$ cat config.mk
export PLATFORM = sky130hd
export DESIGN_NAME = scta_core
export DESIGN_NICKNAME = d
export VERILOG_FILES = /design/src/design/scta_pkg.sv /design/src/design/scta_core.sv
export SDC_FILE = /design/constraint.sdc
export NUM_CORES = 2
export LEC_CHECK = 0
export ABC_AREA = 1
export BUFFER_PORTS_ARGS = -buffer_cell sky130_fd_sc_hd__buf_4
export CORE_ASPECT_RATIO = 1.4
export CORE_MARGIN = 4
export CORE_UTILIZATION = 30
export CTS_BUF_LIST = sky130_fd_sc_hd__clkbuf_2
export CTS_CLUSTER_SIZE = 30
export DETAILED_ROUTE_END_ITERATION = 7
export PLACE_DENSITY_LB_ADDON = 0.2
export SKIP_CTS_REPAIR_TIMING = 1
export SYNTH_ARGS = -nofsm -noshare
export SYNTH_HDL_FRONTEND = slang
export SYNTH_SLANG_ARGS = --single-unit
export TNS_END_PERCENT = 1
$ cat constraint.sdc
create_clock -name i_clk -period 14.7 [get_ports i_clk]
set_clock_uncertainty 0.05 [all_clocks]
set_input_delay 0 -clock i_clk [delete_from_list [all_inputs] [get_ports i_clk]]
set_output_delay 0 -clock i_clk [all_outputs]
set_load 0.03 [all_outputs]
$ cat src/design/scta_pkg.sv
// Package for the size-class tile allocator.
// Holds shared types, codes, defaults and atlas geometry functions; no dependencies.
`timescale 1ns / 1ps
`default_nettype none
package scta_pkg;

    localparam int unsigned ATLAS_ORDER_DEF = 8;
    localparam int unsigned NUM_CLASSES_DEF = 7;
    localparam int unsigned CLS_W           = 3;

    localparam logic KIND_ALLOC = 1'b0;
    localparam logic KIND_FREE  = 1'b1;

    typedef enum logic [1:0] {
        ST_OK           = 2'd0,
        ST_TOO_LARGE    = 2'd1,
        ST_FREE_IGNORED = 2'd2
    } t_status;

    typedef struct packed {
        logic             kind;
        logic [7:0]       glyph_width;
        logic [7:0]       glyph_height;
        logic [7:0]       owner_face;
        logic [7:0]       owner_char;
        logic [CLS_W-1:0] free_class;
        logic [15:0]      free_tile;
    } t_request;

    typedef struct packed {
        t_status          status;
        logic [CLS_W-1:0] size_class;
        logic [15:0]      tile_number;
        logic [7:0]       tile_x;
        logic [7:0]       tile_y;
        logic             evicted;
        logic [7:0]       evicted_face;
        logic [7:0]       evicted_char;
    } t_result;

    function automatic int unsigned cls_shift(int unsigned c, int unsigned ao);
        return (c <= ao) ? (ao - c) : 0;
    endfunction

    function automatic int unsigned cls_tiles(int unsigned c, int unsigned ao,
                                              int unsigned nc);
        return (c < nc) ? (32'd1 << (2 * cls_shift(c, ao))) : 0;
    endfunction

    function automatic int unsigned class_base(int unsigned c, int unsigned ao,
                                               int unsigned nc);
        int unsigned acc;
        acc = 0;
        for (int unsigned i = 0; i < 8; i++) begin
            if (i < c) begin
                acc = acc + cls_tiles(i, ao, nc);
            end
        end
        return acc;
    endfunction

    function automatic int unsigned total_tiles(int unsigned ao, int unsigned nc);
        return class_base(8, ao, nc);
    endfunction

    // Smallest c with 2^c >= s; zero and one give class 0.
    function automatic logic [3:0] ceil_log2(logic [7:0] s);
        logic [3:0] res;
        res = 4'd8;
        for (int i = 7; i >= 0; i--) begin
            if ((9'd1 << i) >= {1'b0, s}) begin
                res = 4'(i);
            end
        end
        return res;
    endfunction

endpackage
`default_nettype wire

$ cat src/design/scta_core.sv
// Allocation sequencer: per-class list heads and counts, and the read-modify-write
// steps on the link and owner memories. Depends on scta_pkg.
`timescale 1ns / 1ps
`default_nettype none
module scta_core #(
    parameter int unsigned ATLAS_ORDER = scta_pkg::ATLAS_ORDER_DEF,
    parameter int unsigned NUM_CLASSES = scta_pkg::NUM_CLASSES_DEF,
    localparam int unsigned TW    = 2 * ATLAS_ORDER,
    localparam int unsigned PW    = TW + 1,
    localparam int unsigned TOTAL = scta_pkg::total_tiles(ATLAS_ORDER, NUM_CLASSES),
    localparam int unsigned AW    = (TOTAL > 1) ? $clog2(TOTAL) : 1
) (
    input  wire logic               i_clk,
    input  wire logic               i_rst_n,
    input  wire logic               i_req_valid,
    output logic                    o_req_ready,
    input  wire scta_pkg::t_request i_req,
    output logic                    o_res_valid,
    input  wire logic               i_res_ready,
    output scta_pkg::t_result       o_res,
    output logic [AW-1:0]           o_raddr,
    output logic                    o_nx_we,
    output logic [AW-1:0]           o_nx_waddr,
    output logic [PW-1:0]           o_nx_wdata,
    input  wire logic [PW-1:0]      i_nx_rdata,
    output logic                    o_pv_we,
    output logic [AW-1:0]           o_pv_waddr,
    output logic [PW-1:0]           o_pv_wdata,
    input  wire logic [PW-1:0]      i_pv_rdata,
    output logic                    o_ow_we,
    output logic [AW-1:0]           o_ow_waddr,
    output logic [16:0]             o_ow_wdata,
    input  wire logic [16:0]        i_ow_rdata
);

    localparam int unsigned CIW = (NUM_CLASSES > 1) ? $clog2(NUM_CLASSES) : 1;
    localparam logic [PW-1:0] NIL = {PW{1'b1}};

    typedef enum logic [6:0] {
        S_IDLE = 7'b0000001,
        S_DEC  = 7'b0000010,
        S_RD   = 7'b0000100,
        S_FREE = 7'b0001000,
        S_APP1 = 7'b0010000,
        S_APP2 = 7'b0100000,
        S_DONE = 7'b1000000
    } t_state;

    t_state                      r_state, n_state;
    scta_pkg::t_request          r_req;
    logic [scta_pkg::CLS_W-1:0]  r_c, n_c;
    logic [TW-1:0]               r_t, n_t, r_ptail, n_ptail;
    logic                        r_evict, n_evict, r_pop, n_pop;
    scta_pkg::t_status           r_status, n_status;
    logic                        r_evd, n_evd;
    logic [7:0]                  r_ef, n_ef, r_ec, n_ec;
    logic [PW-1:0]               r_fresh [NUM_CLASSES];
    logic [PW-1:0]               r_fhead [NUM_CLASSES];
    logic [PW-1:0]               r_uhead [NUM_CLASSES];
    logic [PW-1:0]               r_utail [NUM_CLASSES];
    logic [PW-1:0]               n_fresh [NUM_CLASSES];
    logic [PW-1:0]               n_fhead [NUM_CLASSES];
    logic [PW-1:0]               n_uhead [NUM_CLASSES];
    logic [PW-1:0]               n_utail [NUM_CLASSES];

    logic [3:0]                  s_cl;
    logic [7:0]                  s_side;
    logic [CIW-1:0]              s_idx, r_idx;
    logic                        s_own_ok;
    logic [31:0]                 s_sh, s_loc, s_col, s_row;

    function automatic logic [AW-1:0] addr_of(logic [scta_pkg::CLS_W-1:0] c,
                                              logic [31:0] x);
        return AW'(scta_pkg::class_base(32'(c), ATLAS_ORDER, NUM_CLASSES) + x);
    endfunction

    assign o_req_ready = (r_state == S_IDLE);
    assign r_idx       = r_c[CIW-1:0];
    assign s_side      = (r_req.glyph_width > r_req.glyph_height) ?
                         r_req.glyph_width : r_req.glyph_height;
    assign s_cl        = scta_pkg::ceil_log2(s_side);
    assign s_own_ok    = i_ow_rdata[16] && (32'(r_t) < 32'(r_fresh[r_idx]));

    always_comb begin
        n_state  = r_state;
        n_c      = r_c;
        n_t      = r_t;
        n_ptail  = r_ptail;
        n_evict  = r_evict;
        n_pop    = r_pop;
        n_status = r_status;
        n_evd    = r_evd;
        n_ef     = r_ef;
        n_ec     = r_ec;
        n_fresh  = r_fresh;
        n_fhead  = r_fhead;
        n_uhead  = r_uhead;
        n_utail  = r_utail;
        s_idx    = '0;
        o_raddr    = '0;
        o_nx_we    = 1'b0;
        o_nx_waddr = '0;
        o_nx_wdata = '0;
        o_pv_we    = 1'b0;
        o_pv_waddr = '0;
        o_pv_wdata = '0;
        o_ow_we    = 1'b0;
        o_ow_waddr = '0;
        o_ow_wdata = '0;
        o_res_valid = 1'b0;
        unique case (r_state)
            S_IDLE: begin
                if (i_req_valid) begin
                    n_state = S_DEC;
                end
            end
            S_DEC: begin
                n_status = scta_pkg::ST_OK;
                n_evd    = 1'b0;
                n_ef     = '0;
                n_ec     = '0;
                n_evict  = 1'b0;
                n_pop    = 1'b0;
                if (r_req.kind == scta_pkg::KIND_ALLOC) begin
                    if (32'(s_cl) >= NUM_CLASSES) begin
                        n_status = scta_pkg::ST_TOO_LARGE;
                        n_state  = S_DONE;
                    end else begin
                        n_c   = s_cl[scta_pkg::CLS_W-1:0];
                        s_idx = s_cl[CIW-1:0];
                        if (r_fhead[s_idx] != NIL) begin
                            n_t     = r_fhead[s_idx][TW-1:0];
                            n_pop   = 1'b1;
                            n_state = S_RD;
                        end else if (32'(r_fresh[s_idx]) <
                                     scta_pkg::cls_tiles(32'(s_cl), ATLAS_ORDER,
                                                         NUM_CLASSES)) begin
                            n_t            = r_fresh[s_idx][TW-1:0];
                            n_fresh[s_idx] = r_fresh[s_idx] + PW'(1);
                            n_state        = S_APP1;
                        end else begin
                            n_t     = r_uhead[s_idx][TW-1:0];
                            n_evict = 1'b1;
                            n_state = S_RD;
                        end
                        o_raddr = addr_of(n_c, 32'(n_t));
                    end
                end else begin
                    if ((32'(r_req.free_class) >= NUM_CLASSES) ||
                        (32'(r_req.free_tile) >=
                         scta_pkg::cls_tiles(32'(r_req.free_class), ATLAS_ORDER,
                                             NUM_CLASSES))) begin
                        n_status = scta_pkg::ST_FREE_IGNORED;
                        n_state  = S_DONE;
                    end else begin
                        n_c     = r_req.free_class;
                        n_t     = TW'(r_req.free_tile);
                        o_raddr = addr_of(n_c, 32'(n_t));
                        n_state = S_RD;
                    end
                end
            end
            S_RD: begin
                if (r_pop) begin
                    n_fhead[r_idx] = i_nx_rdata;
                    n_state        = S_APP1;
                end else if (r_evict || s_own_ok) begin
                    if (r_evict) begin
                        n_evd   = s_own_ok;
                        n_ef    = s_own_ok ? i_ow_rdata[15:8] : 8'd0;
                        n_ec    = s_own_ok ? i_ow_rdata[7:0] : 8'd0;
                        n_state = S_APP1;
                    end else begin
                        n_state = S_FREE;
                    end
                    if (i_pv_rdata == NIL) begin
                        n_uhead[r_idx] = i_nx_rdata;
                    end else begin
                        o_nx_we    = 1'b1;
                        o_nx_waddr = addr_of(r_c, 32'(i_pv_rdata));
                        o_nx_wdata = i_nx_rdata;
                    end
                    if (i_nx_rdata == NIL) begin
                        n_utail[r_idx] = i_pv_rdata;
                    end else begin
                        o_pv_we    = 1'b1;
                        o_pv_waddr = addr_of(r_c, 32'(i_nx_rdata));
                        o_pv_wdata = i_pv_rdata;
                    end
                end else begin
                    n_status = scta_pkg::ST_FREE_IGNORED;
                    n_state  = S_DONE;
                end
            end
            S_FREE: begin
                o_nx_we        = 1'b1;
                o_nx_waddr     = addr_of(r_c, 32'(r_t));
                o_nx_wdata     = r_fhead[r_idx];
                n_fhead[r_idx] = PW'(r_t);
                o_ow_we        = 1'b1;
                o_ow_waddr     = addr_of(r_c, 32'(r_t));
                o_ow_wdata     = '0;
                n_state        = S_DONE;
            end
            S_APP1: begin
                o_nx_we    = 1'b1;
                o_nx_waddr = addr_of(r_c, 32'(r_t));
                o_nx_wdata = NIL;
                o_pv_we    = 1'b1;
                o_pv_waddr = addr_of(r_c, 32'(r_t));
                o_pv_wdata = r_utail[r_idx];
                o_ow_we    = 1'b1;
                o_ow_waddr = addr_of(r_c, 32'(r_t));
                o_ow_wdata = {1'b1, r_req.owner_face, r_req.owner_char};
                if (r_utail[r_idx] == NIL) begin
                    n_uhead[r_idx] = PW'(r_t);
                    n_state        = S_DONE;
                end else begin
                    n_ptail = r_utail[r_idx][TW-1:0];
                    n_state = S_APP2;
                end
                n_utail[r_idx] = PW'(r_t);
            end
            S_APP2: begin
                o_nx_we    = 1'b1;
                o_nx_waddr = addr_of(r_c, 32'(r_ptail));
                o_nx_wdata = PW'(r_t);
                n_state    = S_DONE;
            end
            S_DONE: begin
                if (i_res_ready) begin
                    o_res_valid = 1'b1;
                    n_state     = S_IDLE;
                end
            end
            default: begin
                n_state = S_IDLE;
            end
        endcase
    end

    always_comb begin
        s_sh  = scta_pkg::cls_shift(32'(r_c), ATLAS_ORDER);
        s_loc = 32'(r_t) & ((32'd1 << (2 * s_sh)) - 32'd1);
        s_col = s_loc & ((32'd1 << s_sh) - 32'd1);
        s_row = s_loc >> s_sh;
        o_res = '0;
        o_res.status = r_status;
        if (r_status == scta_pkg::ST_OK) begin
            o_res.size_class   = r_c;
            o_res.tile_number  = 16'(32'(r_t));
            o_res.tile_x       = 8'(s_col << r_c);
            o_res.tile_y       = 8'(s_row << r_c);
            o_res.evicted      = r_evd;
            o_res.evicted_face = r_ef;
            o_res.evicted_char = r_ec;
        end
    end

    always_ff @(posedge i_clk) begin
        if (!i_rst_n) begin
            r_state <= S_IDLE;
            for (int i = 0; i < NUM_CLASSES; i++) begin
                r_fresh[i] <= '0;
                r_fhead[i] <= NIL;
                r_uhead[i] <= NIL;
                r_utail[i] <= NIL;
            end
        end else begin
            r_state <= n_state;
            r_fresh <= n_fresh;
            r_fhead <= n_fhead;
            r_uhead <= n_uhead;
            r_utail <= n_utail;
        end
    end

    always_ff @(posedge i_clk) begin
        if (r_state == S_IDLE && i_req_valid) begin
            r_req <= i_req;
        end
        r_c      <= n_c;
        r_t      <= n_t;
        r_ptail  <= n_ptail;
        r_evict  <= n_evict;
        r_pop    <= n_pop;
        r_status <= n_status;
        r_evd    <= n_evd;
        r_ef     <= n_ef;
        r_ec     <= n_ec;
    end

endmodule
`default_nettype wire

==> metrics <==
run status=complete, no violations; chip width=300 um; H-Tree Depth=4; Post-Syn Nets=between 5k and 6k; crit-path max cell delay=0.57 ns; minimum clock period=10.13 ns; top sig layer=met5; Mean Syn Cell Area=6.89 um2; I/O pin count=~290; Max VDD drop=about 0.000063 V; routed wire length=200,000 um; drt drc=0; Critical Path RT=14.65 ns; DR WL met3=19,700 um; internal power=between 0.002 and 0.0025 W; Placeable Area=between 100,000 and 150,000 um2; Num CTS Buffers=164; CTS root buffer=clkbuf_2; sequential element share of the synthesized area=35.7%; combinational power share=27.5%; die area=125,000 um2; vias in the first global route=38.7k; Via density=between 5 and 6; Starting Density=a little under a third; Worst setup SP type=register; top post-synthesis cells by area=dfxtp_1 27%, nand2_1 9.6%, edfxtp_1 9.1%, o21ai_0 8.7%, a21oi_1 6.2%; Period Utilization, post-route=68.9%; post-route ant nets=0; Slowest cell on crit path=nor4_1; RSZ-0062 raised after global routing=no; Area Overhead vs Synth=23.3%; share of cells above drive strength 1=13.2%; via count=42.5k; Met1 Wirelength=71,800 um; Final GP Congestion=0.992; Clock Latency Late Sink=1.60 ns; sum of negative setup slack=0 ns; CP max FO=30; synth warn=0; first-pass GRT wire length=273,000 um; fin. max-slew vios=0; Tightest Pin Transition=1.36 ns; Reg power frac=41.4%; met2 wire length=about 90,000 um; pin count of the biggest net entering global routing=156; # setup viols final=0; Setup crit end kind=primary output; CTS tree=built; Clock Path Buffers=3; initial antenna violation count=6; post-route cell area=between 40,000 and 50,000 um2; Cell Pwr Density=91.2 nW/um2; grt ovf=0; Net Sw Frac=39.5%; Clock Power Share=31.2%; gr usage total=29.8%; router iterations before antenna repair=6; most frequent cell after synthesis=nand2_1; achievable clock frequency=around 100 MHz; Initial DRC Count=5,392; EDFF count, synth=108; slew margin rel.=6.88%; Hold Vio Cnt, Final=0; Hold WC Path Type=in2reg; CP Class=reg2out; Mapped Cells=between 5k and 6k; Async SR Flop Fraction=0%; crit path DAT=10.08 ns; Static Leakage=18.7 nW; Worst-path clk slew=0.11 ns; Synth cell types=69; synth cell count leaders=915 x nand2_1, 619 x o21ai_0, 514 x inv_1, 494 x nor2_1, 476 x dfxtp_1; Rows=149; dpl cell area=slightly below 40,000 um2; Synth Cell Area=35,800 um2; flops & latches, synth=584; number of port buffers=about 280; switching power total=0.00159 W; top cell type's share of synthesized area=26.6%; Vert. Die Dim=417 um; clk sinks=roughly 600; detailed-route wire length per cell=approximately 27 um; area leader, netlist=dfxtp_1; hpwl dp=134,000 um; Top FF cell, synth=dfxtp_1; Max Cap Violations=0; Worst path most repeated cell=nand2_1; NumNets Final=5,890
-- worst paths after layout --
kind                 start            to  slack, ns  cells past startpoint
min reg2reg    r_uhead[17]   r_uhead[17]       0.42                      2
min          i_pv_rdata[2]  r_utail[104]       0.03                      5
max              r_req[42]   o_raddr[14]       4.57                     48
max reg2reg         r_c[2]   r_uhead[38]       5.72                     26
-- per-stage QoR --
| step | setup slack, ns | hold WS, ns | util (%) | total power, W | std cells |
|---|---|---|---|---|---|
| after CTS | 4.58 | -1.59 | 34.6 | 0.00394 | 7075 |
| after detailed placement | 6.29 | 0.129 | 33.3 | 0.00270 | 6790 |
| after global placement | 6.41 | 0.129 | 33.3 | 0.00270 | 6790 |
| final | 4.57 | 0.0264 | 37.3 | 0.00402 | 7403 |
| after global routing | 3.82 | 0.0315 | 37.3 | 0.00417 | 7400 |
| after floorplan | 8.23 | 0.0489 | - | 0.00227 | 5190 |
-- flip-flops by register name (all words and copies together) (netlist names) --
name,flops
r_utail,119
r_c,3
r_ptail,16
r_ec,8
r_evd,1
r_t,16
r_ef,8
r_req,52
r_evict,1
r_fhead,119
r_status,2
r_pop,1
r_state,7
r_uhead,112
r_fresh,119
-- worst max-delay path: cells and delay by family, from the launching register on --
kind | cells | cell delay [ns]
AOI/OAI and AO/OA | 6 | 1.10
adders and majority gates | 3 | 0.87
buffers and inverters | 13 | 2.85
DFF | 1 | 0.40
and+or+nand+nor | 26 | 3.36
-- power by group through the flow --
stage	logic [W]	clock network (W)	registers (W)
finish	0.00111	0.00125	0.00166
global route	0.00115	0.00135	0.00167
floorplan	0.000576	0	0.00170
detailed placement	0.000996	0	0.00170
CTS	0.000999	0.00128	0.00166
global placement	0.000996	0	0.00170
-- layout make-up --
cell class                      instances  area, um2
Sequential cell                       584      12800
Clock inverter                         45        241
Antenna cell                            8       20.0
Timing Repair Buffer                  720       6260
Multi-Input combinational cell       3662      19500
Inverter                              559       2100
Clock buffer                          240       1200
Fill cell                           12745      74100
Tap cell                             1585       1980
-- cell usage in the layout, fill, tap and decap left out, drive strengths merged, types with 86 or more instances in the layout --
cell	count
nand2	937
o21ai	647
inv	531
nor2	507
dfxtp	476
a21oi	444
buf	401
dlygate4sd3	319
clkbuf	240
nand3	240
o211ai	123
edfxtp	108
ha	92
nor3	86
-- cells by family (layout without fill, tap and decap cells) --
family          after synthesis  after routing  synth area share [%]
compound gates             1645           1645                  27.4
xor+xnor                     48             48                  1.18
fa+ha+maj                    92             92                  3.22
buf+inv                     944           1564                  10.2
flops                       584            584                  35.7
mux                           1              1                0.0280
other cells                   2             10                0.0210
simple gates               1874           1874                  22.2
-- per-layer routing --
layer	global-route usage (%)	up-vias
met2	47.1	2615
met3	7.98	777
met4	23.3	2
met1	34.0	20032
met5	0	-
li1	-	19033
(Power assumes the default switching activity.)
